===== src/hw/rtl/qdec_pkg.sv =====
package qdec_pkg;

  // Character codes used by the decoder
  localparam logic [7:0] CH_SPACE      = 8'h20;
  localparam logic [7:0] CH_DEL        = 8'h7F;
  localparam logic [7:0] CH_UNDERSCORE = 8'h5F;
  localparam logic [7:0] CH_EQUALS     = 8'h3D;

  // Offsets that map an ASCII hex digit to its value, picked by bits 6:5
  localparam logic [7:0] HEX_OFS_DIGIT = 8'h30;
  localparam logic [7:0] HEX_OFS_UPPER = 8'h37;
  localparam logic [7:0] HEX_OFS_LOWER = 8'h57;

  // Escape phase: plain byte, first hex digit, second hex digit
  typedef enum logic [1:0] {
    PH_PLAIN = 2'd0,
    PH_HI    = 2'd1,
    PH_LO    = 2'd2
  } qdec_phase_t;

  // Decode result handed from the core to the output register
  typedef struct packed {
    logic       vld;
    logic [7:0] data;
    logic       status;
    logic       end_flag;
  } qdec_res_t;

  function automatic logic is_hex(input logic [7:0] c);
    return ((c >= 8'h30) && (c <= 8'h39)) ||
           ((c >= 8'h41) && (c <= 8'h46)) ||
           ((c >= 8'h61) && (c <= 8'h66));
  endfunction

  function automatic logic [3:0] hex_value(input logic [7:0] c);
    logic [7:0] ofs;
    logic [7:0] d;
    unique case (c[6:5])
      2'd1:    ofs = HEX_OFS_DIGIT;
      2'd2:    ofs = HEX_OFS_UPPER;
      2'd3:    ofs = HEX_OFS_LOWER;
      default: ofs = 8'h00;
    endcase
    d = c - ofs;
    return d[3:0];
  endfunction

endpackage


===== src/hw/rtl/qdec_in_reg.sv =====
module qdec_in_reg (
  input  logic       clk,
  input  logic       rst_n,
  input  logic       in_valid,
  output logic       in_stall,
  input  logic [7:0] in_byte,
  input  logic       in_word_end,
  input  logic       out_free,
  output logic       fire,
  output logic [7:0] byte_q,
  output logic       end_q
);

  logic       vld_r;
  logic       vld_nxt;
  logic [7:0] byte_r;
  logic       end_r;
  logic       take;

  // Stage holds one word; it drains whenever the result side has room
  assign fire     = vld_r && out_free;
  assign in_stall = vld_r && !out_free;
  assign take     = in_valid && !in_stall;

  always_comb begin
    vld_nxt = vld_r;
    if (take) begin
      vld_nxt = 1'b1;
    end else if (fire) begin
      vld_nxt = 1'b0;
    end
  end

  always_ff @(posedge clk) begin
    if (!rst_n) begin
      vld_r <= 1'b0;
    end else begin
      vld_r <= vld_nxt;
    end
  end

  // Payload, no reset needed
  always_ff @(posedge clk) begin
    if (take) begin
      byte_r <= in_byte;
      end_r  <= in_word_end;
    end
  end

  assign byte_q = byte_r;
  assign end_q  = end_r;

endmodule


===== src/hw/rtl/qdec_core.sv =====
module qdec_core (
  input  logic                 clk,
  input  logic                 rst_n,
  input  logic                 fire,
  input  logic [7:0]           byte_q,
  input  logic                 end_q,
  output qdec_pkg::qdec_res_t  res,
  output logic                 discard
);

  qdec_pkg::qdec_phase_t phase_r, phase_nxt;
  logic [3:0]            nib_r, nib_nxt;
  logic                  disc_r, disc_nxt;
  logic                  hex;
  logic [3:0]            hval;

  assign hex     = qdec_pkg::is_hex(byte_q);
  assign hval    = qdec_pkg::hex_value(byte_q);
  assign discard = disc_r;

  // Decode one word and work out the next escape state
  always_comb begin
    phase_nxt = phase_r;
    nib_nxt   = nib_r;
    disc_nxt  = disc_r;
    res       = '0;
    if (fire) begin
      if (disc_r) begin
        // drop bytes up to the end of the bad word
        if (end_q) begin
          disc_nxt  = 1'b0;
          phase_nxt = qdec_pkg::PH_PLAIN;
        end
      end else begin
        unique case (phase_r)
          qdec_pkg::PH_HI: begin
            if (!hex || end_q) begin
              res.vld = 1'b1;
              res.status = 1'b1;
              res.end_flag = end_q;
              phase_nxt = qdec_pkg::PH_PLAIN;
              disc_nxt = !end_q;
            end else begin
              nib_nxt   = hval;
              phase_nxt = qdec_pkg::PH_LO;
            end
          end
          qdec_pkg::PH_LO: begin
            res.vld      = 1'b1;
            res.end_flag = end_q;
            phase_nxt    = qdec_pkg::PH_PLAIN;
            if (!hex) begin
              res.status = 1'b1;
              disc_nxt   = !end_q;
            end else begin
              res.data = {nib_r, hval};
            end
          end
          default: begin
            // plain byte; unreachable phase code acts the same
            phase_nxt = qdec_pkg::PH_PLAIN;
            if (byte_q == qdec_pkg::CH_UNDERSCORE) begin
              res.vld      = 1'b1;
              res.data     = qdec_pkg::CH_SPACE;
              res.end_flag = end_q;
            end else if (byte_q == qdec_pkg::CH_EQUALS) begin
              if (end_q) begin
                res.vld      = 1'b1;
                res.status   = 1'b1;
                res.end_flag = 1'b1;
              end else begin
                phase_nxt = qdec_pkg::PH_HI;
              end
            end else if (byte_q > qdec_pkg::CH_SPACE && byte_q < qdec_pkg::CH_DEL) begin
              res.vld      = 1'b1;
              res.data     = byte_q;
              res.end_flag = end_q;
            end else begin
              res.vld      = 1'b1;
              res.status   = 1'b1;
              res.end_flag = end_q;
              disc_nxt     = !end_q;
            end
          end
        endcase
      end
    end
  end

  always_ff @(posedge clk) begin
    if (!rst_n) begin
      phase_r <= qdec_pkg::PH_PLAIN;
      nib_r   <= 4'h0;
      disc_r  <= 1'b0;
    end else begin
      phase_r <= phase_nxt;
      nib_r   <= nib_nxt;
      disc_r  <= disc_nxt;
    end
  end

endmodule


===== src/hw/rtl/qdec_out_reg.sv =====
module qdec_out_reg (
  input  logic                clk,
  input  logic                rst_n,
  input  logic                fire,
  input  qdec_pkg::qdec_res_t res,
  output logic                out_free,
  output logic                out_valid,
  input  logic                out_stall,
  output logic [7:0]          out_byte,
  output logic                out_status,
  output logic                out_end_flag
);

  logic       vld_r;
  logic       vld_nxt;
  logic [7:0] byte_r;
  logic       status_r;
  logic       end_r;
  logic       load;

  // Room when empty or when the held word leaves this cycle
  assign out_free = !vld_r || !out_stall;
  assign load     = out_free && fire && res.vld;

  always_comb begin
    vld_nxt = vld_r;
    if (out_free) begin
      vld_nxt = load;
    end
  end

  always_ff @(posedge clk) begin
    if (!rst_n) begin
      vld_r <= 1'b0;
    end else begin
      vld_r <= vld_nxt;
    end
  end

  always_ff @(posedge clk) begin
    if (load) begin
      byte_r   <= res.data;
      status_r <= res.status;
      end_r    <= res.end_flag;
    end
  end

  assign out_valid    = vld_r;
  assign out_byte     = byte_r;
  assign out_status   = status_r;
  assign out_end_flag = end_r;

endmodule


===== src/hw/rtl/q_encoding_decoder_unit.sv =====
// Channel  Ports                                         Direction
// in       in_valid, in_stall, in_byte, in_word_end      byte stream in
// out      out_valid, out_stall, out_byte, out_status,   decoded word out
//          out_end_flag
//
// One byte per cycle unless out_stall holds a result; the decode between
// the two registers is combinational and feeds the output register.
// Reset (rst_n low, synchronous) empties both registers and rearms the
// escape and discard state.
// out_stall holds the result; in_stall rises only when the input register
// is full and the result register cannot take its word.
module q_encoding_decoder_unit (
  input  logic       clk,
  input  logic       rst_n,
  input  logic       in_valid,
  output logic       in_stall,
  input  logic [7:0] in_byte,
  input  logic       in_word_end,
  output logic       out_valid,
  input  logic       out_stall,
  output logic [7:0] out_byte,
  output logic       out_status,
  output logic       out_end_flag
);

  logic                out_free;
  logic                fire;
  logic [7:0]          byte_q;
  logic                end_q;
  logic                discard;
  qdec_pkg::qdec_res_t res;

  qdec_in_reg u_in (
    .clk         (clk),
    .rst_n       (rst_n),
    .in_valid    (in_valid),
    .in_stall    (in_stall),
    .in_byte     (in_byte),
    .in_word_end (in_word_end),
    .out_free    (out_free),
    .fire        (fire),
    .byte_q      (byte_q),
    .end_q       (end_q)
  );

  qdec_core u_core (
    .clk     (clk),
    .rst_n   (rst_n),
    .fire    (fire),
    .byte_q  (byte_q),
    .end_q   (end_q),
    .res     (res),
    .discard (discard)
  );

  qdec_out_reg u_out (
    .clk          (clk),
    .rst_n        (rst_n),
    .fire         (fire),
    .res          (res),
    .out_free     (out_free),
    .out_valid    (out_valid),
    .out_stall    (out_stall),
    .out_byte     (out_byte),
    .out_status   (out_status),
    .out_end_flag (out_end_flag)
  );

  // Error words carry a zero byte
  a_err_zero: assert property (@(posedge clk) disable iff (!rst_n)
    out_valid && out_status |-> out_byte == 8'h00)
    else $error("error word with nonzero byte");

  // Nothing is produced while dropping the rest of a bad word
  a_discard_quiet: assert property (@(posedge clk) disable iff (!rst_n)
    discard && fire |-> !res.vld)
    else $error("result produced while discarding");

  // Stall to the input only when the result side is blocked
  a_stall_cause: assert property (@(posedge clk) disable iff (!rst_n)
    in_stall |-> out_valid && out_stall)
    else $error("input stalled without output back-pressure");

endmodule


===== config.mk =====
export PLATFORM = sky130hd
export DESIGN_NAME = q_encoding_decoder_unit
export DESIGN_NICKNAME = d
export VERILOG_FILES = /design/src/hw/rtl/qdec_pkg.sv /design/src/hw/rtl/qdec_in_reg.sv /design/src/hw/rtl/qdec_core.sv /design/src/hw/rtl/qdec_out_reg.sv /design/src/hw/rtl/q_encoding_decoder_unit.sv
export SDC_FILE = /design/constraint.sdc
export NUM_CORES = 1
export LEC_CHECK = 0
export BUFFER_PORTS_ARGS = -buffer_cell sky130_fd_sc_hd__buf_2
export CAP_MARGIN = 10
export CORE_ASPECT_RATIO = 2
export CORE_MARGIN = 1.5
export CORE_UTILIZATION = 50
export DETAILED_ROUTE_END_ITERATION = 10
export PLACE_DENSITY = 0.72
export REMOVE_ABC_BUFFERS = 1
export SLEW_MARGIN = 20
export SYNTH_ARGS = -nofsm -noshare
export SYNTH_HDL_FRONTEND = slang
export SYNTH_SLANG_ARGS = --single-unit

===== constraint.sdc =====
create_clock -name clk -period 2.48 [get_ports clk]
set_input_delay 0.124 -clock clk [delete_from_list [all_inputs] [get_ports clk]]
set_output_delay 0.124 -clock clk [all_outputs]
set_load 0.01 [all_outputs]

==> results.sh, run 1 <==
export IMPL_status="finished, final reports clean"
export IMPL_num_io_pins=25
export IMPL_gp_congestion=0.967
export IMPL_post_route_util=0.607
export IMPL_start_kind="flop"
export IMPL_routed_via_density=6.44
export IMPL_relSlewSlack=0.515
export IMPL_drv_slew=0
export IMPL_synthesis_instances=150
export IMPL_start_util=0.527
export IMPL_r2r_slack_ps=280
export IMPL_coreArea_sq_um=2980
export IMPL_track_usage=0.231
export IMPL_syn2layout_area_growth_pct=15.2
export IMPL_dieArea_sq_um=3500
export IMPL_grt_max_degree=16
export IMPL_cts_tree="done"
export IMPL_fp_dieW_um=42.6
export IMPL_antenna_found_initial=0
export IMPL_power_mw=0.908
export IMPL_grt_pass1_vias=1351
export IMPL_grt_overflow_total=0
export IMPL_design_area_sq_um=1810
export IMPL_hold_slack_ps=17.0
export IMPL_yosys_warnings=0
export IMPL_grt_pass1_wl_mm=5.94
export IMPL_crit_fanout=6
export IMPL_r2r_start="u_core.phase_r[0]"
export IMPL_synth_edf_count=19
export IMPL_insertedDiodeCount=0
export IMPL_cts_sinks=28
export IMPL_rsz0062_at_grt="false"
export IMPL_htree_levels=1
export IMPL_final_common_cell="buf_2"
export IMPL_timing_fmax_mhz=455
export IMPL_synth_area_sq_um=1570
export IMPL_worstMarginPinSlew_ps=727
export IMPL_worstRegToRegCells=6
export IMPL_yosys_top_cells_area="edfxtp_1, dfxtp_1, ha_1"
export IMPL_end_kind="flop"
export IMPL_die_h_um=82.2
export IMPL_drc_errors=0
export IMPL_hold_path_depth=1
export IMPL_async_reset_ff_frac=0
export IMPL_fin_nets=201
export IMPL_p_leak_nw=0.694
export IMPL_dp_hpwl_mm=3.06
export IMPL_dr_pass1_iters=4
export IMPL_first_iter_violations=56
export IMPL_layout_drive_gt1_share=0.260
export IMPL_holdPathEnd="u_in.byte_q[3]"
export IMPL_synth_top_area_cell="edfxtp_1"
export IMPL_hp_class="in2reg"
export IMPL_numCtsBuffers=3
export IMPL_cts_resized=0
export IMPL_wl_per_cell_um=18.1
export IMPL_synth_area_per_cell_sq_um=10.5
export IMPL_clock_latency_ps=270
export IMPL_ir_drop_v=0.000391
export IMPL_netlist_area_leader_share=0.364
export IMPL_via_count=1358
export IMPL_yosysSeqAreaShare=0.478
export IMPL_numPortBuffers=24
export IMPL_rows=28
export IMPL_yosys_most_used_dff="edfxtp_1"
export IMPL_clkSlewWorstSetupHoldPaths_ps=90
export IMPL_fin_skew_ps=5.57
export IMPL_clockBufferDepth=2
export IMPL_ant_nets=0
export IMPL_setup_viol=0
export IMPL_postPlaceCellArea_sq_um=1760
export IMPL_yosysUniqueCellTypes=47
export IMPL_post_cts_setup_buffers=0
export IMPL_min_delay_start="in_byte[3]"
export IMPL_worstSetupPathType="reg2reg"
export IMPL_final_cell_mix="buf_2, edfxtp_1, inv_1, buf_4"
export IMPL_fin_setup_tns_ps=0
export IMPL_ctsHoldBuffers=0
export IMPL_worstPathRequired_ps=2580
export IMPL_ys_ff_latch=28
export IMPL_fillerInstances=250
export IMPL_period_share=0.886
export IMPL_maxCapViolCount=0
export IMPL_clockRootBuffer="clkbuf_8"
export IMPL_powerDensity_nw_per_um2=502
export IMPL_period_minus_slack_ps=2200
export IMPL_finalHoldViolations=0
export IMPL_reg2reg_to="u_out.out_byte[3]"
export IMPL_finalWirelength_mm=3.82
export IMPL_arrival_ps=2300
[final cells by class]
cell class,instances,area (sq um),area share
Timing Repair Buffer,34,195,0.108
Sequential cell,28,751,0.415
Multi-Input combinational cell,99,719,0.398
Inverter,16,60.1,0.0332
Clock buffer,4,45.0,0.0249
Tap cell,30,37.5,0.0208
[state kept, by name, summed over array words and instances (netlist names)]
register            count
u_in.byte_q             8
u_out.out_byte          8
u_core.nib_r            4
u_core.phase_r          2
u_core.discard          1
u_in.end_q              1
u_in.vld_r              1
u_out.out_end_flag      1
u_out.out_status        1
u_out.out_valid         1
[cell usage after synthesis (2+ instances only)]
cell type  number
nor3_1          4
o211ai_1        5
and3_1          2
o211a_1         2
ha_1            5
edfxtp_1       19
a21oi_1         7
nand3_1         7
or4_4           2
o31ai_1         3
clkbuf_1        4
buf_6           2
inv_1          16
nor2b_1         2
mux2i_1         2
nor2_1          9
nor4b_1         3
dfxtp_1         9
nand2_1         6
o32ai_1         5
nand4_1         4
o21ai_0         7
[worst max-delay path: stages, from the launching register on]
cell	delay (ps)
dfxtp_1	360
inv_1	60
ha_1	370
buf_4	190
nor4b_2	630
o221ai_1	290
o31ai_1	130
[kinds of logic (layout without fill, tap and decap cells)]
kind of cell	count (synthesis)	after routing	synth area share
AND/OR/NAND/NOR	48	48	0.183
AO/OA/AOI/OAI	41	41	0.196
flip-flops	28	28	0.478
buffers and inverters	23	54	0.0654
adder cells (fa/ha/maj)	6	6	0.0526
XOR/XNOR	2	2	0.0112
multiplexers	2	2	0.0128
[stage by stage]
| step | cells | worst slack, ps |
|---|---|---|
| finish | 211 | 282 |
| global route | 211 | 155 |
| CTS | 211 | 117 |
| detailed placement | 207 | 138 |
| global placement | 207 | 211 |
| floorplan | 143 | 252 |
[how the worst max path moves through the flow]
stage	from	endpoint	slack, ps	cells after the start
floorplan	u_in.byte_q[1]	u_out.out_byte[0]	250	4
global route	u_in.byte_q[1]	u_out.out_byte[2]	160	5
CTS	u_core.phase_r[0]	u_out.out_byte[1]	120	6
global placement	u_core.phase_r[0]	u_out.out_byte[1]	210	6
detailed placement	u_core.phase_r[0]	u_out.out_byte[0]	140	6
finish	u_core.phase_r[0]	u_out.out_byte[3]	280	6
[power by group]
part	internal (mW)	switching [mW]
clock	0.115	0.132
sequential	0.521	0.0173
combinational	0.0501	0.0721
[per-layer routing]
layer  share of wire  global-route usage  vias to the layer above
met5               0                   0                        -
met4           0.060               0.150                        0
met3           0.055              0.0217                       21
met2            0.56               0.468                       75
met1            0.32               0.206                      631
li1                -                   -                      631
Note: power is estimated with default switching activity, not from simulation.
==> run 2, diff against run 1 <==
- CTS_BUF_LIST: not set -> sky130_fd_sc_hd__clkbuf_4
- GPL_ROUTABILITY_DRIVEN: not set -> 1
==> run 2 against run 1 <==
Clock skew increased by 3.8 ps. Core utilization increased by 2.5 points. Setup slack gained 8.5 ps. Die area unchanged. Hold slack better by 1.6 ps. Cell count up 4.3%. Sequential cell count is the same. Clock power is 18% lower. Global-route usage is 0.68 points higher. Largest cell class unchanged.
==> results.sh, run 2 (synthesis results as in run 1) <==
export IMPL_ir_drop_v=0.000372
export IMPL_layout_drive_gt1_share=0.253
export IMPL_clock_latency_ps=330
export IMPL_die_h_um=82.2
export IMPL_gr_usage_met2=0.492
export IMPL_r2r_slack_ps=290
export IMPL_period_minus_slack_ps=2190
export IMPL_r2r_start="u_core.phase_r[0]"
export IMPL_track_usage=0.238
export IMPL_holdPathEnd="u_in.vld_r"
export IMPL_design_area_sq_um=1880
export IMPL_coreArea_sq_um=2980
export IMPL_post_route_util=0.632
export IMPL_crit_fanout=6
export IMPL_routed_via_density=6.31
export IMPL_hold_path_depth=3
export IMPL_setup_viol=0
export IMPL_min_delay_start="in_valid"
export IMPL_wl_per_cell_um=17.7
export IMPL_worstRegToRegCells=6
export IMPL_antenna_found_initial=0
export IMPL_final_cell_mix="buf_2, edfxtp_1, inv_1, buf_4"
export IMPL_maxCapViolCount=0
export IMPL_drv_slew=0
export IMPL_end_kind="flop"
export IMPL_dp_hpwl_mm=3.06
export IMPL_cts_sinks=28
export IMPL_grt_max_degree=16
export IMPL_syn2layout_area_growth_pct=20.0
export IMPL_finalWirelength_mm=3.90
export IMPL_p_leak_nw=0.727
export IMPL_fin_skew_ps=9.41
export IMPL_status="finished, final reports clean"
export IMPL_fillerInstances=252
export IMPL_numCtsBuffers=3
export IMPL_insertedDiodeCount=0
export IMPL_use_met3=0.0196
export IMPL_hold_slack_ps=18.6
export IMPL_relSlewSlack=0.504
export IMPL_grt_pass1_vias=1411
export IMPL_gp_congestion=0.967
export IMPL_start_util=0.527
export IMPL_cts_tree="done"
export IMPL_via_count=1388
export IMPL_worstSetupPathType="reg2reg"
export IMPL_postPlaceCellArea_sq_um=1760
export IMPL_period_share=0.883
export IMPL_fin_setup_tns_ps=0
export IMPL_first_iter_violations=62
export IMPL_clkSlewWorstSetupHoldPaths_ps=140
export IMPL_drc_errors=0
export IMPL_reg2reg_to="u_out.out_byte[3]"
export IMPL_numPortBuffers=24
export IMPL_ant_nets=0
export IMPL_start_kind="flop"
export IMPL_grt_overflow_total=0
export IMPL_worstPathRequired_ps=2650
export IMPL_final_common_cell="buf_2"
export IMPL_finalHoldViolations=0
export IMPL_rows=28
export IMPL_dieArea_sq_um=3500
export IMPL_powerDensity_nw_per_um2=465
export IMPL_clockRootBuffer="clkbuf_4"
export IMPL_clockBufferDepth=2
export IMPL_grt_pass1_wl_mm=6.14
export IMPL_arrival_ps=2360
export IMPL_num_io_pins=25
export IMPL_hp_class="in2reg"
export IMPL_timing_fmax_mhz=457
export IMPL_rsz0062_at_grt="false"
export IMPL_dr_pass1_iters=4
export IMPL_top_usage_layer="met2"
export IMPL_fp_dieW_um=42.6
export IMPL_met1_usage=0.206
export IMPL_post_cts_setup_buffers=0
export IMPL_htree_levels=1
export IMPL_fin_nets=210
export IMPL_worstMarginPinSlew_ps=742
==> run 2: changes by cell type in the layout (fill, tap and decap cells not counted) <==
| cell | change |
|---|---|
| clkbuf_1 | -1 |
| clkbuf_8 | -3 |
| dlygate4sd3_1 | +9 |
| clkbuf_4 | +4 |
==> run 2: how the worst max path moves through the flow <==
stage,startpoint,end,slack (ps),depth (start not counted)
final,u_core.phase_r[0],u_out.out_byte[3],290,6
after CTS,u_core.phase_r[0],u_out.out_byte[1],110,6
after global routing,u_in.byte_q[1],u_out.out_byte[2],170,5
after detailed placement,u_core.phase_r[0],u_out.out_byte[0],140,6
after floorplan,u_in.byte_q[1],u_out.out_byte[0],250,4
after global placement,u_core.phase_r[0],u_out.out_byte[1],210,6
==> run 2: layout make-up <==
class / count / area, sq um / share of cell area
Sequential cell: 28 / 751 / 0.399
Multi-Input combinational cell: 99 / 719 / 0.382
Timing Repair Buffer: 43 / 285 / 0.151
Inverter: 16 / 60.1 / 0.0319
Tap cell: 30 / 37.5 / 0.0199
Clock buffer: 4 / 30.0 / 0.0159
==> run 2: worst max-delay path, cell delays in order (launching register included) <==
cell      delay [ps]
dfxtp_1          380
inv_1             60
ha_1             360
buf_4            190
nor4b_2          620
o221ai_1         290
o31ai_1          130
==> run 2: timing repair <==
| action | 4_1_cts | 5_1_grt |
|---|---|---|
| resized for setup | 0 | 1 |
| setup endpoints to repair | 0 | 7 |
| hold buffers | 9 | 0 |
| hold endpoints to repair | 9 | 0 |
==> run 2: layer usage <==
metal,up-vias,wire length (um)
met1,656,1310
met2,61,2240
met5,-,0
met4,0,217
met3,20,142
li1,651,-
==> run 2: through the flow <==
| stage | instances | setup WS [ps] | total power [mW] |
|---|---|---|---|
| finish | 220 | 290 | 0.875 |
| global route | 220 | 166 | 0.909 |
| CTS | 220 | 110 | 0.877 |
| detailed placement | 207 | 138 | 0.669 |
| global placement | 207 | 211 | 0.668 |
| floorplan | 143 | 252 | 0.615 |
==> run 2: report_power, final <==
group          internal [mW]  switching (mW)  leakage (nW)
combinational         0.0594          0.0739         0.458
clock                 0.0741           0.129        0.0184
sequential             0.522          0.0173         0.251
